**config.mk**
```make
export PLATFORM = sky130hd
export DESIGN_NAME = bmpd_ctrl
export DESIGN_NICKNAME = d
export VERILOG_FILES = /design/src/rtl/bmpd_pkg.sv /design/src/rtl/bmpd_ctrl.sv
export SDC_FILE = /design/constraint.sdc
export NUM_CORES = 1
export LEC_CHECK = 0
export ABC_AREA = 0
export BUFFER_PORTS_ARGS = -buffer_cell sky130_fd_sc_hd__buf_2
export CAP_MARGIN = 20
export CORE_MARGIN = 4
export CORE_UTILIZATION = 35
export CTS_BUF_LIST = sky130_fd_sc_hd__clkbuf_4
export DETAILED_ROUTE_END_ITERATION = 10
export PLACE_DENSITY = 0.67
export SLEW_MARGIN = 20
export SYNTH_ARGS = -nofsm -noshare
export SYNTH_HDL_FRONTEND = slang
export SYNTH_SLANG_ARGS = --single-unit
```
**constraint.sdc**
```tcl
create_clock -name clk -period 1.7 [get_ports clk]
set_input_delay 0.255 -clock clk [delete_from_list [all_inputs] [get_ports clk]]
set_output_delay 0.255 -clock clk [all_outputs]
set_load 0.05 [all_outputs]
```
**src/rtl/bmpd_pkg.sv**
```systemverilog
// Types, codes and constants of the BMP stream decoder.
`timescale 1ns / 1ps
package bmpd_pkg;

  localparam int KIND_W = 2;
  localparam int ERR_W  = 3;
  localparam int RGB_W  = 24;
  localparam int ADDR_W = 24;
  localparam int DIM_W  = 13;

  localparam logic [31:0] LIMIT_RESET = 32'd16842752;
  localparam int DEF_MAX_WIDTH  = 4096;
  localparam int DEF_MAX_HEIGHT = 4096;

  // Byte offsets of the last byte of each header field
  localparam logic [31:0] POS_SIZE_END   = 32'd5;
  localparam logic [31:0] POS_OFFSET_END = 32'd13;
  localparam logic [31:0] POS_WIDTH_END  = 32'd21;
  localparam logic [31:0] POS_HEIGHT_END = 32'd25;
  localparam logic [31:0] POS_BPP_END    = 32'd29;
  localparam logic [31:0] POS_COMP_END   = 32'd33;
  localparam logic [31:0] POS_RAW_END    = 32'd37;

  localparam logic [15:0] BPP_24 = 16'd24;
  localparam int DIV_STEPS = 32;

  typedef enum logic [KIND_W-1:0] {
    KIND_PIXEL  = 2'd0,
    KIND_HEADER = 2'd1,
    KIND_ERROR  = 2'd2
  } kind_t;

  typedef enum logic [ERR_W-1:0] {
    ERR_NONE   = 3'd0,
    ERR_LARGE  = 3'd1,
    ERR_ZERO   = 3'd2,
    ERR_BPP    = 3'd3,
    ERR_COMP   = 3'd4,
    ERR_RAW    = 3'd5,
    ERR_BOUNDS = 3'd6
  } err_t;

  typedef enum logic [3:0] {
    PH_HEADER = 4'd0,
    PH_SKIP   = 4'd1,
    PH_PIXEL  = 4'd2,
    PH_PAD    = 4'd3,
    PH_IDLE   = 4'd4,
    PH_MUL    = 4'd5,
    PH_NEED   = 4'd6,
    PH_CHK    = 4'd7,
    PH_DIV    = 4'd8,
    PH_HDR    = 4'd9
  } phase_t;

  typedef struct packed {
    logic  take;
    logic  restart;
    logic  hdr_byte;
    logic  pix_byte;
    logic  pad_byte;
    logic  mul;
    logic  need;
    logic  div_init;
    logic  div_step;
    logic  pix_init;
    logic  push;
    kind_t kind;
    err_t  err;
  } bmpd_cmd_t;

  typedef struct packed {
    logic chk_fail;
    err_t chk_code;
    logic at_raw;
    logic skip_done;
    logic pix_done;
    logic row_end;
    logic img_end;
    logic pad_nonzero;
    logic pad_last;
    logic raw_short;
    logic div_done;
  } bmpd_stat_t;

  typedef struct packed {
    kind_t             kind;
    err_t              err;
    logic [RGB_W-1:0]  rgb;
    logic [ADDR_W-1:0] addr;
    logic [DIM_W-1:0]  width;
    logic [DIM_W-1:0]  height;
    logic              last;
  } bmpd_result_t;

endpackage

```
**src/rtl/bmpd_ctrl.sv**
```systemverilog
// Phase controller: header parse, padding division sequence, pixel and pad phases.
`timescale 1ns / 1ps
module bmpd_ctrl import bmpd_pkg::*; (
  input  logic       clk,
  input  logic       rst,
  input  logic       in_valid,
  input  logic       in_first,
  output logic       in_ready,
  input  logic       obuf_full,
  input  bmpd_stat_t stat,
  output bmpd_cmd_t  cmd
);

  phase_t phase;
  phase_t phase_next;
  phase_t phase_eff;
  phase_t pix_to;
  logic   take;

  assign in_ready = (phase inside {PH_HEADER, PH_SKIP, PH_PIXEL, PH_PAD, PH_IDLE}) &&
                    !obuf_full;
  assign take = in_valid && in_ready;
  // a first-byte mark restarts parsing with the current word
  assign phase_eff = in_first ? PH_HEADER : phase;

  always_comb begin
    pix_to = PH_PIXEL;
    if (stat.pix_done && stat.row_end) begin
      if (stat.img_end) begin
        pix_to = PH_IDLE;
      end else if (stat.pad_nonzero) begin
        pix_to = PH_PAD;
      end
    end
  end

  always_ff @(posedge clk) begin
    if (rst) begin
      phase <= PH_HEADER;
    end else begin
      phase <= phase_next;
    end
  end

  always_comb begin
    phase_next = phase;
    case (phase)
      PH_MUL: phase_next = PH_NEED;
      PH_NEED: phase_next = PH_CHK;
      PH_CHK: begin
        if (!stat.raw_short) begin
          phase_next = PH_DIV;
        end else if (!obuf_full) begin
          phase_next = PH_IDLE;
        end
      end
      PH_DIV: begin
        if (stat.div_done) begin
          phase_next = PH_HDR;
        end
      end
      PH_HDR: begin
        if (!obuf_full) begin
          phase_next = PH_SKIP;
        end
      end
      default: begin
        if (take) begin
          case (phase_eff)
            PH_HEADER: begin
              if (stat.chk_fail) begin
                phase_next = PH_IDLE;
              end else if (stat.at_raw) begin
                phase_next = PH_MUL;
              end else begin
                phase_next = PH_HEADER;
              end
            end
            PH_SKIP: begin
              if (stat.skip_done) begin
                phase_next = pix_to;
              end
            end
            PH_PIXEL: phase_next = pix_to;
            PH_PAD: begin
              if (stat.pad_last) begin
                phase_next = PH_PIXEL;
              end
            end
            default: phase_next = phase_eff;
          endcase
        end
      end
    endcase
  end

  always_comb begin
    cmd = '0;
    cmd.kind = KIND_PIXEL;
    cmd.err = ERR_NONE;
    cmd.take = take;
    cmd.restart = take && in_first;
    case (phase)
      PH_MUL: cmd.mul = 1'b1;
      PH_NEED: cmd.need = 1'b1;
      PH_CHK: begin
        if (!stat.raw_short) begin
          cmd.div_init = 1'b1;
        end else if (!obuf_full) begin
          cmd.push = 1'b1;
          cmd.kind = KIND_ERROR;
          cmd.err = ERR_RAW;
        end
      end
      PH_DIV: cmd.div_step = 1'b1;
      PH_HDR: begin
        if (!obuf_full) begin
          cmd.push = 1'b1;
          cmd.kind = KIND_HEADER;
          cmd.pix_init = 1'b1;
        end
      end
      default: begin
        if (take) begin
          case (phase_eff)
            PH_HEADER: begin
              cmd.hdr_byte = 1'b1;
              if (stat.chk_fail) begin
                cmd.push = 1'b1;
                cmd.kind = KIND_ERROR;
                cmd.err = stat.chk_code;
              end
            end
            PH_SKIP: begin
              if (stat.skip_done) begin
                cmd.pix_byte = 1'b1;
                cmd.push = stat.pix_done;
              end
            end
            PH_PIXEL: begin
              cmd.pix_byte = 1'b1;
              cmd.push = stat.pix_done;
            end
            PH_PAD: cmd.pad_byte = 1'b1;
            default: cmd.pix_byte = 1'b0;
          endcase
        end
      end
    endcase
  end

endmodule

```
## Word level (Yosys, flattened, before mapping)

Cells that the tools add are included.

- Flip-flop bits (word level): 4
- Output and inout bits: 17
- Logic and storage cells: 68

- Equality and inequality tests: 17
- Mux-type cells: 37
- Reductions and logical operators: 13

Operator list:

| cell | count |
|---|---|
| $mux W4 | 9 |
| $mux W6 | 4 |
| $pmux W4 S5 | 1 |
| $mux W3 | 6 |
| $eq A4 B2 Y1 const B | 4 |
| $eq A4 B3 Y1 const B | 4 |
| $pmux W4 S4 | 1 |
| $ne A7 B7 Y1 const B | 2 |
| $mux W1 | 11 |
| $pmux W3 S3 | 1 |
| $eq A4 B1 Y1 const B | 2 |
| $eq A4 B4 Y1 const B | 2 |
| $logic_not A4 Y1 | 2 |
| $pmux W3 S2 | 1 |
| $reduce_and A6 Y1 | 1 |
| $reduce_bool A6 Y1 | 1 |
| $mux W5 | 1 |
| $reduce_bool A5 Y1 | 1 |
| $reduce_or A5 Y1 | 1 |
| $logic_and A1 B1 Y1 | 4 |
| $ne A2 B2 Y1 const B | 2 |
| $reduce_or A4 Y1 | 1 |
| $ne A3 B3 Y1 const B | 1 |
| $pmux W1 S3 | 1 |
| other kinds (3) | 3 |

## Depth between registers and ports, before layout

- Depth in word-level cells: 7
- Depth in mapped cells: 7

## Least setup slack after synthesis

No wires, ideal clock.

- Kind: register to output
- From: reg phase[0]
- To: out cmd[1] (netlist name)
- Arrival: 2.210 ns
- Slack: -0.765 ns
- Stages on the path, launching flop included: 6
- Buffers on the path: 1
- Cell sequence: dfxtp_1 > buf_2 > nor2_2 > o211ai_2 > nor2_1 > and3_1

RTL lines:

| what | line | RTL |
|---|---|---|
| start, declared | bmpd_ctrl.sv:14 | `phase_t phase;` |
| start signal, assigned | bmpd_ctrl.sv:41 | `phase <= phase_next;` |
| end, declared | bmpd_ctrl.sv:11 | `output bmpd_cmd_t cmd` |

==> metrics.yaml <==
final_layout_size_suffix_gt1_frac: 0.606
min-delay-path-class: "in -> reg"
crit_type: "reg -> out"
route.antenna.remaining_nets: 0
fin_crit_ps: 1770
critical_path.slowest_cell: "sky130_fd_sc_hd__dfxtp_4"
clkLatencyLatePin_ps: 240
vdd.ir_drop.worst_mv: 0.369
clkSinkCount: 4
floorplan.die.width_um: 52.0
data_arrival_time_of_the_critical_path_ps: 1510
dieHeight_um: 52.0
synth.lib_cells_used.distinct: 38
achievable-frequency_mhz: 566
gate_count_post_synth: 108
final-setup-viol-count: 9
cts_root_buf: "sky130_fd_sc_hd__clkbuf_4"
grt_max_degree: 12
floorplan.core_area_um2: 1780
routabilityCongestion: 0.913
netlist_area_um2: 678
clkSlewWorstSetupHoldPaths_ps: 40
p_leak_uw: 0.000624
ys_async_sr_fraction: 0
synth_warnings: 0
number_of_enable_flip_flop_cells_after_synthesis: 0
max-slew-margin-rel: 0.793
dr.first_iter.drc_count: 39
vias_per_cell: 5.61
first_pass_iters: 4
crit_top_cell: "sky130_fd_sc_hd__nor2_4"
max-cap-violations: 0
run_status: "complete, but fails checks"
unrepaired_setup_endpoints_after_global_routing: "yes"
place.port_buffers: 34
placed_cells: 182
largest_register_ff_count: 4
max_flop_register: "phase"
avg_synthesized_cell_area_um2: 6.28
ys_seq_elements: 4
initial_core_util: 0.380
failed_checks: "negative setup slack"
drt_drc_violations_left: 0
final_max_slew_viol_count: 0
reg.largest.list: "phase x4"
worst_clock_skew_ps: 1.27
powerDensity_nw_per_um2: 433
track_usage: 0.234
cp.required_ps: 1440
dpl.hpwl_um: 1970
timing.critical_path.to_type: "primary output"
synth_ff_type: "sky130_fd_sc_hd__dfxtp_1"
crit_chain: "buf_6 > nor2_4 > a21oi_2 > nor2_4 > nand3_2 > nand2_4 > buf_8"
post-route-period-util: 1.04
dr_total_vias: 1093
global_route_wire_length_before_repair_um: 4810
crit_fanout: 8
antenna-diode-count: 0
postRouteWirelength_um: 3150
cts_max_path_buffers: 2
layout.nets: 190
grt_remaining_overflow: 0
top_level_ports: 35
postLayoutSetupSlackWorst_ps: -67.9
placement_rows: 15
design.die.area_um2: 2710
area_delta_synth_final_pct: 106
layout.core_utilization: 0.784
synth_sequential_area_ratio: 0.118
antenna_violations_before_repair: 0
final-hold-violation-count: 0
worstMarginPinSlew_ps: 309
cp-start-kind: "register"
cts_made_buffers: 3
average_routed_wire_per_standard_cell_um: 16.2
tritoncts_clock_tree: "done"
final-instance-count-excl-fill: 195
h-tree-depth: 1
vias_in_the_first_global_route: 1045
critPathMaxStageDelay_ps: 360
synth.net_count: 126
## synth_stat cells, types with 3 or more instances
cell | number | area share
sky130_fd_sc_hd__and3_1 | 3 | 0.028
sky130_fd_sc_hd__nor2b_1 | 3 | 0.028
sky130_fd_sc_hd__nand4b_1 | 4 | 0.052
sky130_fd_sc_hd__a21oi_1 | 7 | 0.052
sky130_fd_sc_hd__o221ai_1 | 3 | 0.039
sky130_fd_sc_hd__clkbuf_1 | 4 | 0.022
sky130_fd_sc_hd__dfxtp_1 | 4 | 0.12
sky130_fd_sc_hd__nand3_1 | 5 | 0.037
sky130_fd_sc_hd__nand2_1 | 15 | 0.083
sky130_fd_sc_hd__nor2_1 | 10 | 0.055
sky130_fd_sc_hd__o21ai_1 | 3 | 0.022
sky130_fd_sc_hd__o21ai_0 | 5 | 0.037
sky130_fd_sc_hd__nor3_1 | 8 | 0.059
sky130_fd_sc_hd__nand2b_1 | 3 | 0.028
## path summary, 6_finish.rpt
check / from / end / slack (ps) / cells after the start
worst max-delay path: phase[3] / cmd[2] / -70 / 7
worst min-delay path: rst / phase[1] / 200 / 2
worst max register to register: phase[1] / phase[2] / -60 / 8
worst min register to register: phase[3] / phase[3] / 770 / 4
## cell families after synthesis
kind of cell,synth area share
and+or+nand+nor,0.506
AOI/OAI and AO/OA,0.269
buffers and inverters,0.0793
DFF,0.118
xor gates and xnor gates,0.0129
muxes,0.0148
## routing by layer
layer,GRT usage,wire [µm],vias up
li1,-,-,527
met1,0.296,1310,511
met2,0.418,1620,53
met3,0.0229,206,2
met4,0.0568,16,0
met5,0,0,-
## layout make-up
class / instances / area [µm²]
multi-input cells: 93 / 717
repair buffers: 66 / 517
fillers: 121 / 385
flip-flops and latches: 4 / 95.1
well taps: 25 / 31.3
clock buffers: 3 / 22.5
inverters: 4 / 15.0
## where the power goes
| part | switching (µW) | total (µW) | internal [µW] | leakage (µW) |
|---|---|---|---|---|
| Clock | 46.2 | 126 | 79.5 | 0.0000138 |
| Sequential | 18.5 | 117 | 98.7 | 0.0000356 |
| Combinational | 198 | 362 | 164 | 0.000574 |
## placed cells by master, fill, tap and decap left out, types with 2 or more instances in the layout
master                     synthesis  final
sky130_fd_sc_hd__dfxtp_4           0      4
sky130_fd_sc_hd__buf_4             1     30
sky130_fd_sc_hd__buf_8             0      4
sky130_fd_sc_hd__nor2b_1           3      2
sky130_fd_sc_hd__nand3_2           0      2
sky130_fd_sc_hd__a21oi_1           7      5
sky130_fd_sc_hd__o221ai_1          3      3
sky130_fd_sc_hd__nand2b_1          3      3
sky130_fd_sc_hd__a21oi_2           0      2
sky130_fd_sc_hd__nor2_2            1      2
sky130_fd_sc_hd__o21ai_1           3      4
sky130_fd_sc_hd__buf_6             1     11
sky130_fd_sc_hd__inv_1             2      2
sky130_fd_sc_hd__nand4b_1          4      4
sky130_fd_sc_hd__a31oi_1           2      2
sky130_fd_sc_hd__nor2_1           10      6
sky130_fd_sc_hd__nand2_4           0      3
sky130_fd_sc_hd__clkbuf_4          0      4
sky130_fd_sc_hd__nand4_1           2      2
sky130_fd_sc_hd__buf_2             1     20
sky130_fd_sc_hd__nand2_1          15     12
sky130_fd_sc_hd__and3_4            0      2
sky130_fd_sc_hd__inv_2             2      2
sky130_fd_sc_hd__nor3_4            0      3
sky130_fd_sc_hd__o21ai_0           5      4
sky130_fd_sc_hd__nor2_4            0      3
sky130_fd_sc_hd__nand3_1           5      3
sky130_fd_sc_hd__nor3_1            8      4
## per-stage QoR
step	total power, µW	TNS, ps	hold slack [ps]	setup slack (ps)	instance area (µm²)
floorplan	305	-274	317	-193	816
global placement	397	-879	447	-137	1110
detailed placement	401	-1260	447	-211	1110
CTS	572	-245	202	-47.0	1320
global route	633	-828	211	-127	1400
finish	605	-366	203	-67.9	1400
## worst max-delay path, delay by kind of cell, from the launching register on
| kind | cells | cell delay (ps) |
|---|---|---|
| AOI/OAI and AO/OA | 1 | 90 |
| buffers and inverters | 2 | 280 |
| DFF | 1 | 360 |
| and+or+nand+nor | 4 | 520 |
## repair_timing
| item | in CTS | in global routing |
|---|---|---|
| pin swaps | 6 | 6 |
| gates cloned | 0 | 0 |
| buffers inserted | 7 | 3 |
| hold buffers | 0 | 0 |
| gates resized for setup | 44 | 20 |
| endpoints found under the setup margin | 20 | 18 |
Power figures use the tool's default switching activity.
