## src/rtl/bmpd_pkg.sv

```systemverilog
// Types, codes and constants of the BMP stream decoder.
`timescale 1ns / 1ps
package bmpd_pkg;

  localparam int KIND_W = 2;
  localparam int ERR_W  = 3;
  localparam int RGB_W  = 24;
  localparam int ADDR_W = 24;
  localparam int DIM_W  = 13;

  localparam logic [31:0] LIMIT_RESET = 32'd16842752;
  localparam int DEF_MAX_WIDTH  = 4096;
  localparam int DEF_MAX_HEIGHT = 4096;

  // Byte offsets of the last byte of each header field
  localparam logic [31:0] POS_SIZE_END   = 32'd5;
  localparam logic [31:0] POS_OFFSET_END = 32'd13;
  localparam logic [31:0] POS_WIDTH_END  = 32'd21;
  localparam logic [31:0] POS_HEIGHT_END = 32'd25;
  localparam logic [31:0] POS_BPP_END    = 32'd29;
  localparam logic [31:0] POS_COMP_END   = 32'd33;
  localparam logic [31:0] POS_RAW_END    = 32'd37;

  localparam logic [15:0] BPP_24 = 16'd24;
  localparam int DIV_STEPS = 32;

  typedef enum logic [KIND_W-1:0] {
    KIND_PIXEL  = 2'd0,
    KIND_HEADER = 2'd1,
    KIND_ERROR  = 2'd2
  } kind_t;

  typedef enum logic [ERR_W-1:0] {
    ERR_NONE   = 3'd0,
    ERR_LARGE  = 3'd1,
    ERR_ZERO   = 3'd2,
    ERR_BPP    = 3'd3,
    ERR_COMP   = 3'd4,
    ERR_RAW    = 3'd5,
    ERR_BOUNDS = 3'd6
  } err_t;

  typedef enum logic [3:0] {
    PH_HEADER = 4'd0,
    PH_SKIP   = 4'd1,
    PH_PIXEL  = 4'd2,
    PH_PAD    = 4'd3,
    PH_IDLE   = 4'd4,
    PH_MUL    = 4'd5,
    PH_NEED   = 4'd6,
    PH_CHK    = 4'd7,
    PH_DIV    = 4'd8,
    PH_HDR    = 4'd9
  } phase_t;

  typedef struct packed {
    logic  take;
    logic  restart;
    logic  hdr_byte;
    logic  pix_byte;
    logic  pad_byte;
    logic  mul;
    logic  need;
    logic  div_init;
    logic  div_step;
    logic  pix_init;
    logic  push;
    kind_t kind;
    err_t  err;
  } bmpd_cmd_t;

  typedef struct packed {
    logic chk_fail;
    err_t chk_code;
    logic at_raw;
    logic skip_done;
    logic pix_done;
    logic row_end;
    logic img_end;
    logic pad_nonzero;
    logic pad_last;
    logic raw_short;
    logic div_done;
  } bmpd_stat_t;

  typedef struct packed {
    kind_t             kind;
    err_t              err;
    logic [RGB_W-1:0]  rgb;
    logic [ADDR_W-1:0] addr;
    logic [DIM_W-1:0]  width;
    logic [DIM_W-1:0]  height;
    logic              last;
  } bmpd_result_t;

endpackage

```

## src/rtl/bmpd_datapath.sv

```systemverilog
// Header field registers, checks, area multiply, padding divider, pixel counters.
`timescale 1ns / 1ps
module bmpd_datapath import bmpd_pkg::*; #(
  parameter int MAX_WIDTH  = DEF_MAX_WIDTH,
  parameter int MAX_HEIGHT = DEF_MAX_HEIGHT
) (
  input  logic         clk,
  input  logic         rst,
  input  logic [7:0]   data_byte,
  input  logic         cfg_we,
  input  logic [31:0]  cfg_data,
  input  bmpd_cmd_t    cmd,
  output bmpd_stat_t   stat,
  output bmpd_result_t result
);

  localparam int WW  = $clog2(MAX_WIDTH + 1);
  localparam int HW  = $clog2(MAX_HEIGHT + 1);
  localparam int PW  = WW + HW;
  localparam int NW  = PW + 2;
  localparam int CW  = (NW > 32) ? NW : 32;
  localparam int DCW = $clog2(DIV_STEPS);

  logic [31:0]    file_size_limit;
  logic [31:0]    byte_position;
  logic [31:0]    field_shift;
  logic [31:0]    data_offset;
  logic [WW-1:0]  width_reg;
  logic [HW-1:0]  height_reg;
  logic [31:0]    raw_image_size;
  logic [7:0]     row_padding;
  logic [HW-1:0]  row_count;
  logic [WW-1:0]  column_count;
  logic [1:0]     byte_in_pixel;
  logic [15:0]    partial_pixel;
  logic [7:0]     padding_left;
  logic [PW-1:0]  area;
  logic [NW-1:0]  need;
  logic [PW-1:0]  row_base;
  logic [HW-1:0]  div_rem;
  logic [31:0]    div_dvd;
  logic [7:0]     div_quot;
  logic [DCW-1:0] div_cnt;

  logic [31:0]    pos_cur;
  logic [31:0]    fs_cur;
  logic [31:0]    field;
  logic [HW:0]    rem_sh;
  logic           rem_ge;
  logic [HW:0]    rem_sub;

  assign pos_cur = cmd.restart ? '0 : byte_position;
  assign fs_cur  = cmd.restart ? '0 : field_shift;
  // little-endian field: newest word lands in the top byte
  assign field   = {data_byte, fs_cur[31:8]};

  // header checks in file order
  always_comb begin
    stat.at_raw      = (pos_cur == POS_RAW_END);
    stat.skip_done   = (pos_cur >= data_offset);
    stat.pix_done    = (byte_in_pixel == 2'd2);
    stat.row_end     = (column_count == width_reg - WW'(1));
    stat.img_end     = (row_count == height_reg - HW'(1));
    stat.pad_nonzero = (row_padding != 8'd0);
    stat.pad_last    = (padding_left <= 8'd1);
    stat.raw_short   = (CW'(need) > CW'(raw_image_size));
    stat.div_done    = (div_cnt == DCW'(DIV_STEPS - 1));
    stat.chk_fail = 1'b0;
    stat.chk_code = ERR_NONE;
    if (pos_cur == POS_SIZE_END) begin
      if (field >= file_size_limit) begin
        stat.chk_fail = 1'b1;
        stat.chk_code = ERR_LARGE;
      end
    end else if (pos_cur == POS_WIDTH_END) begin
      if (field == '0) begin
        stat.chk_fail = 1'b1;
        stat.chk_code = ERR_ZERO;
      end else if (field > 32'(MAX_WIDTH)) begin
        stat.chk_fail = 1'b1;
        stat.chk_code = ERR_BOUNDS;
      end
    end else if (pos_cur == POS_HEIGHT_END) begin
      if (field == '0) begin
        stat.chk_fail = 1'b1;
        stat.chk_code = ERR_ZERO;
      end else if (field > 32'(MAX_HEIGHT)) begin
        stat.chk_fail = 1'b1;
        stat.chk_code = ERR_BOUNDS;
      end
    end else if (pos_cur == POS_BPP_END) begin
      if (field[31:16] != BPP_24) begin
        stat.chk_fail = 1'b1;
        stat.chk_code = ERR_BPP;
      end
    end else if (pos_cur == POS_COMP_END) begin
      if (field != '0) begin
        stat.chk_fail = 1'b1;
        stat.chk_code = ERR_COMP;
      end
    end else if (pos_cur == POS_RAW_END) begin
      if (field[1:0] != 2'b00) begin
        stat.chk_fail = 1'b1;
        stat.chk_code = ERR_RAW;
      end
    end
  end

  // one restoring division step per cycle
  assign rem_sh  = {div_rem, div_dvd[31]};
  assign rem_ge  = (rem_sh >= {1'b0, height_reg});
  assign rem_sub = rem_sh - {1'b0, height_reg};

  always_ff @(posedge clk) begin
    if (rst) begin
      file_size_limit <= LIMIT_RESET;
    end else if (cfg_we) begin
      file_size_limit <= cfg_data;
    end
  end

  always_ff @(posedge clk) begin
    if (rst) begin
      byte_position <= '0;
      field_shift   <= '0;
    end else if (cmd.take) begin
      byte_position <= (pos_cur == '1) ? pos_cur : pos_cur + 32'd1;
      field_shift   <= field;
    end
  end

  always_ff @(posedge clk) begin
    if (cmd.hdr_byte) begin
      if (pos_cur == POS_OFFSET_END) begin
        data_offset <= field;
      end
      if (pos_cur == POS_WIDTH_END) begin
        width_reg <= WW'(field);
      end
      if (pos_cur == POS_HEIGHT_END) begin
        height_reg <= HW'(field);
      end
      if (pos_cur == POS_RAW_END) begin
        raw_image_size <= field;
      end
    end
    if (cmd.mul) begin
      area <= PW'(width_reg) * PW'(height_reg);
    end
    if (cmd.need) begin
      need <= NW'({area, 1'b0}) + NW'(area);
    end
  end

  always_ff @(posedge clk) begin
    if (cmd.div_init) begin
      div_dvd  <= raw_image_size - 32'(need);
      div_rem  <= '0;
      div_quot <= '0;
      div_cnt  <= '0;
    end else if (cmd.div_step) begin
      div_dvd  <= {div_dvd[30:0], 1'b0};
      div_rem  <= rem_ge ? HW'(rem_sub) : HW'(rem_sh);
      div_quot <= {div_quot[6:0], rem_ge};
      div_cnt  <= div_cnt + DCW'(1);
    end
  end

  always_ff @(posedge clk) begin
    if (rst) begin
      byte_in_pixel <= '0;
      row_count     <= '0;
      column_count  <= '0;
      padding_left  <= '0;
      row_padding   <= '0;
    end else if (cmd.pix_init) begin
      row_padding   <= div_quot;
      row_base      <= area - PW'(width_reg);
      byte_in_pixel <= '0;
      partial_pixel <= '0;
      row_count     <= '0;
      column_count  <= '0;
      padding_left  <= '0;
    end else if (cmd.pix_byte) begin
      if (!stat.pix_done) begin
        if (byte_in_pixel == 2'd0) begin
          partial_pixel <= {8'd0, data_byte};
        end else begin
          partial_pixel <= {data_byte, partial_pixel[7:0]};
        end
        byte_in_pixel <= byte_in_pixel + 2'd1;
      end else begin
        byte_in_pixel <= '0;
        partial_pixel <= '0;
        if (stat.row_end) begin
          column_count <= '0;
          row_count    <= row_count + HW'(1);
          row_base     <= row_base - PW'(width_reg);
          padding_left <= row_padding;
        end else begin
          column_count <= column_count + WW'(1);
        end
      end
    end else if (cmd.pad_byte) begin
      if (padding_left != 8'd0) begin
        padding_left <= padding_left - 8'd1;
      end
    end
  end

  always_comb begin
    result = '0;
    result.kind = cmd.kind;
    result.err = cmd.err;
    case (cmd.kind)
      KIND_PIXEL: begin
        result.rgb  = {data_byte, partial_pixel};
        result.addr = ADDR_W'(row_base + PW'(column_count));
        result.last = stat.row_end && stat.img_end;
      end
      KIND_HEADER: begin
        result.width  = DIM_W'(width_reg);
        result.height = DIM_W'(height_reg);
      end
      default: result.last = 1'b0;
    endcase
  end

endmodule

```

## config.mk

```make
export PLATFORM = sky130hd
export DESIGN_NAME = bmpd_datapath
export DESIGN_NICKNAME = d
export VERILOG_FILES = /design/src/rtl/bmpd_pkg.sv /design/src/rtl/bmpd_datapath.sv
export SDC_FILE = /design/constraint.sdc
export NUM_CORES = 1
export LEC_CHECK = 0
export ABC_AREA = 1
export BUFFER_PORTS_ARGS = -buffer_cell sky130_fd_sc_hd__buf_2
export CORE_UTILIZATION = 41
export CTS_CLUSTER_SIZE = 28
export DETAILED_ROUTE_END_ITERATION = 16
export PLACE_DENSITY = 0.6
export SYNTH_ARGS = -nofsm -noshare
export SYNTH_HDL_FRONTEND = slang
export SYNTH_SLANG_ARGS = --single-unit
export TNS_END_PERCENT = 1
```

## constraint.sdc

```tcl
create_clock -name clk -period 16.3 [get_ports clk]
set_input_delay 0.815 -clock clk [delete_from_list [all_inputs] [get_ports clk]]
set_output_delay 0.815 -clock clk [all_outputs]
set_load 0.01 [all_outputs]
```

Word level (Yosys, flattened, before mapping)

Index checks and enable logic that the tools add are counted.

Multipliers: 1
Add/sub/neg operators: 14
Eq/ne operators: 16
Bitwise operators: 1
Reductions and logical operators: 26
$lt $le $gt $ge: 6
Mux-type cells: 35

Operators by type and width:

| cell                                                  | count |
|---|---|
| 2-to-1 mux 32 bit                                     | 5 |
| 2-to-1 mux 26 bit                                     | 5 |
| equality test 32 x 5 -> 1 bit (second input constant) | 3 |
| equality test 32 x 6 -> 1 bit (second input constant) | 2 |
| >= comparator 32 bit                                  | 2 |
| subtractor 26 x 13 -> 26 bit                          | 2 |
| 2-to-1 mux 16 bit                                     | 3 |
| 2-to-1 mux 4 bit                                      | 12 |
| 2-to-1 mux 48 bit                                     | 1 |
| 2-to-1 mux 8 bit                                      | 5 |
| adder 32 x 1 -> 32 bit (second input constant)        | 1 |
| equality test 32 x 3 -> 1 bit (second input constant) | 1 |
| equality test 32 bit (second input constant)          | 1 |
| equality test 32 x 4 -> 1 bit (second input constant) | 1 |
| > comparator 28 x 32 -> 1 bit                         | 1 |
| > comparator 32 x 13 -> 1 bit (second input constant) | 1 |
| logical NOT 32 bit                                    | 1 |
| nonzero test 32 bit                                   | 1 |
| subtractor 32 x 28 -> 32 bit                          | 1 |
| adder 27 x 26 -> 28 bit                               | 1 |
| adder 13 x 1 -> 13 bit (second input constant)        | 2 |
| equality test 13 bit                                  | 2 |
| multiplier 13 x 13 -> 26 bit                          | 1 |
| 2-to-1 mux 13 bit                                     | 2 |
| 25 further kinds                                      | 42 |

Register bits: 384
Output and inout bits: 93
Word-level logic and storage cells: 120
Bits of input ports: 59

Longest topological paths before layout

Depth in word-level cells: 9
Mapped depth: 24
Depth with buffers taken out: 22

Worst setup path after synthesis

OpenSTA, ideal clock, no wires.

Path type: reg2reg
Start: register height_reg[11]
End: register area[21], data pin
Path slack: 11.204 ns
Arrival: 4.834 ns
Library setup time: 0.262 ns
Period minus slack after synthesis: 5.096 ns
Stages on the path, launching flop included: 20
Buffers on the path: 2
Data required time: 16.038 ns
Cell sequence: edfxtp_1 > clkbuf_1 > clkbuf_1 > nand2_1 > fa_1 > fa_1 > inv_1 > fa_1 > fa_1 > inv_1 > fa_1 > inv_1 > ha_1 > a21oi_1 > inv_1 > a31oi_1 > o21ai_1 > a21oi_1 > o21bai_1 > xor2_1

Longest elaborated chain between the ends: 1

Ends and longest elaborated chain:

| what                         | line                 | text |
|---|---|---|
| start: declaration           | bmpd_datapath.sv:29  | `logic [HW-1:0] height_reg;` |
| start signal: assignment     | bmpd_datapath.sv:141 | `height_reg <= HW'(field);` |
| multiplier 13 x 13 -> 26 bit | bmpd_datapath.sv:148 | `area <= PW'(width_reg) * PW'(height_reg);` |
| end signal: assignment       | bmpd_datapath.sv:148 |  |
| end: declaration             | bmpd_datapath.sv:37  | `logic [PW-1:0] area;` |

Every way passes these cells.
A chain may end at the register's enable or synchronous reset.

Worst setup path in the final report

Start: register height_reg[11]
End: register area[24], data pin

The elaborated chain is that of the path after synthesis.

==> metrics.yaml <==
status:
  run_status: "completed"
worst_setup_path:
  r2r-end: "area[24]$_DFFE_PP_"
  worst-path-max-fanout: 16
  r2r_cells: 15
  cp-start-kind: "flip-flop"
  required_ps: 16660
  r2r_slack_ps: 10510
  r2r-start: "height_reg[11]$_DFFE_PP_"
  critPathCaptureType: "flip-flop"
  crit_arrival_ps: 6140
  path_class: "reg2reg"
routing:
  firstDrtPassIters: 5
  first_iter_violations: 1648
  drt-met1-wl_mm: 37.3
  antenna_left: 0
  top_layer: "met4"
  met3_length_mm: 4.10
  drc: 0
  vias_per_cell: 5.02
  wl_per_cell_um: 16.6
  drt-total-wl_mm: 81.6
  met2_wirelength_mm: 37.2
  num_vias: 24700
place:
  dp.cells: 4830
  port_buffers: 144
  gp_congestion: 0.938
  post-dp-hpwl_mm: 62.6
timing:
  fin_skew_ps: 27.2
  grt_setup_unrepaired: "false"
  max_freq_mhz: 173
  final-hold-violation-count: 0
  fin_tns_setup_ps: 0
  relSlewSlack: 0.294
  finalSetupViolCount: 0
  maxSlewViolCount: 0
  finalCritPeriodShare: 0.355
  worst_pin_slew_ps: 1060
  worst_hold_slack_ps: 428
  min_period_ps: 5790
yosys:
  synthSimpleGateAreaFrac: 0.223
  synthesis.area_um2: 29400
  synthCells: 3844
  synth-main-ff-cell: "edfxtp_1"
  yosysSeqAreaShare: 0.328
  ys_ff_latch: 374
  synth_compound_area_frac: 0.106
  synth-adder-area-share: 0.187
  syn-num-nets: 4268
  synth.area.mux_share: 0.00102
  synth-async-reset-ratio: 0
  ys_types: 60
  yosys_warnings: 0
  synth_xor_area_frac: 0.0494
  synth_edf_count: 216
  synth_top_family_by_area: "simple AND/OR/NAND/NOR gates"
  synth_area_per_cell_um2: 7.66
run:
  drv_cap: 0
global_route:
  grt_max_degree: 60
  grt_use_total: 0.225
  antenna_found_initial: 1
  grt_overflow: 0
  grt_pass1_vias: 23900
  grt_pass1_wl_mm: 130
clocking:
  clk_pin_slew_worst_paths_ps: 60
  numCtsBuffers: 46
  clockBufferDepth: 3
  cts_hold_buf: 0
  cts-root-buf: "clkbuf_16"
  htree_levels: 2
  clock_latency_ps: 600
  clock_sinks: 374
  cts_resized: 0
  cts_tree: "yes"
  post-cts-setup-buffers: 0
die:
  initial_core_util: 0.417
  die_h_um: 270
  dieArea_um2: 72900
  rows: 97
  coreArea_um2: 70500
  ios: 152
  die_x_um: 270
cells_and_area:
  nets: 4362
  final.fill_count: 7099
  regArea_um2: 9650
  drive_above_1_share: 0.0780
  fin_cells: 4917
  multi_input_area_um2: 16700
  synthToLayoutAreaGrowth_pct: 10.5
power:
  p_leak_nw: 15.6
  power_mw: 2.37
  ir_worst_vdd_mv: 0.0658
  powerDensity_nw_per_um2: 72.8
hold_path:
  hold_class: "in2reg"
  min_path_cells: 3
  whs_endpoint: "file_size_limit[24]$_SDFFE_PP1P_"
  hold_start: "cfg_data[24]"
## routing by layer
metal	track usage	up-vias
li1	-	12500
met1	0.304	11400
met2	0.366	562
met3	0.0299	143
met4	0.0813	0
met5	0	-
## final cells by class
cell class | count | share of cell area
timing repair buffer | 163 | 0.0265
tap | 940 | 0.0362
sequential | 374 | 0.297
clock buffer | 62 | 0.0394
inverter | 687 | 0.0795
antenna | 2 | 0.000154
clock inverter | 23 | 0.00862
multi-input combinational | 2666 | 0.513
## how the worst max path moves through the flow
stage,start,endpoint,slack [ps]
6_report,height_reg[11]$_DFFE_PP_,area[24]$_DFFE_PP_,10510
5_1_grt,height_reg[11]$_DFFE_PP_,area[21]$_DFFE_PP_,10180
4_1_cts,width_reg[7]$_DFFE_PP_,area[25]$_DFFE_PP_,10510
3_5_place_dp,width_reg[7]$_DFFE_PP_,area[25]$_DFFE_PP_,10570
3_3_place_gp,width_reg[7]$_DFFE_PP_,area[25]$_DFFE_PP_,10560
2_1_floorplan,height_reg[11]$_DFFE_PP_,area[21]$_DFFE_PP_,11200
## per-stage QoR
stage / util / worst slack [ps] / area (um^2)
after floorplan: - / 11200 / 29400
after global placement: 0.439 / 10560 / 31000
after detailed placement: 0.439 / 10570 / 31000
after CTS: 0.461 / 10510 / 32500
after global routing: 0.461 / 10180 / 32500
final: 0.461 / 10510 / 32500
## critical path, stage by stage (launching register included)
cell	delay, ps
edfxtp_1	970
nand2_1	210
fa_1	560
fa_1	560
inv_1	60
fa_1	520
fa_1	560
inv_1	70
fa_1	540
inv_1	50
ha_1	370
nand2_1	90
nor2_1	260
a21oi_1	120
o211ai_1	260
xor2_1	370
## report_power, final
group          switching, mW  internal [mW]  total, mW
clock network          0.432          0.635       1.07
registers             0.0162           1.04       1.06
logic                  0.164         0.0808      0.245
total                  0.612           1.76       2.37
## cell families (layout without fill, tap and decap cells)
| group | Yosys count | in the layout |
|---|---|---|
| AOI/OAI and AO/OA | 576 | 576 |
| buffers and inverters | 804 | 935 |
| xor gates and xnor gates | 165 | 165 |
| and+or+nand+nor | 1557 | 1557 |
| DFF | 374 | 374 |
| muxes | 3 | 3 |
| adders and majority gates | 365 | 365 |
| other | 0 | 2 |
## synth_stat cells, drive strengths merged (82+ instances only)
library cell	count	share of area
nor2	404	0.054
a21oi	265	0.045
inv	685	0.088
nand3	159	0.028
xor2	112	0.034
dfxtp	158	0.11
ha	239	0.10
clkbuf	82	0.010
o21ai	215	0.037
fa	126	0.086
edfxtp	216	0.22
nand2	831	0.11
## layout by cell type (no fill, tap or decap), types with 5 or more instances in the layout
cell / Yosys / routed
o21a_1: 8 / 8
nand3b_1: 5 / 5
clkinv_2: 1 / 9
and3_1: 5 / 5
inv_2: 15 / 15
nor3_1: 66 / 65
ha_1: 239 / 239
nand2_2: 14 / 14
dfxtp_1: 158 / 158
o211ai_1: 10 / 10
a211oi_1: 15 / 15
o22ai_1: 7 / 7
inv_1: 669 / 669
a21o_1: 8 / 8
fa_1: 126 / 126
nor2_2: 9 / 11
nor2_1: 390 / 388
nand4_1: 54 / 54
o21ai_0: 195 / 195
buf_2: 15 / 144
o21bai_1: 16 / 16
nand2_1: 815 / 815
edfxtp_1: 216 / 216
or2_2: 9 / 9
clkbuf_8: 0 / 5
a21boi_0: 6 / 6
clkbuf_1: 82 / 10
o21ai_1: 19 / 19
nor4_1: 9 / 9
xnor2_1: 53 / 53
a21oi_1: 265 / 265
a31oi_1: 13 / 13
xor2_1: 111 / 111
nor3_2: 7 / 8
clkbuf_16: 0 / 47
nand3_1: 156 / 156
buf_4: 6 / 19
bufinv_16: 0 / 5
Note: power is estimated with default switching activity, not from simulation.
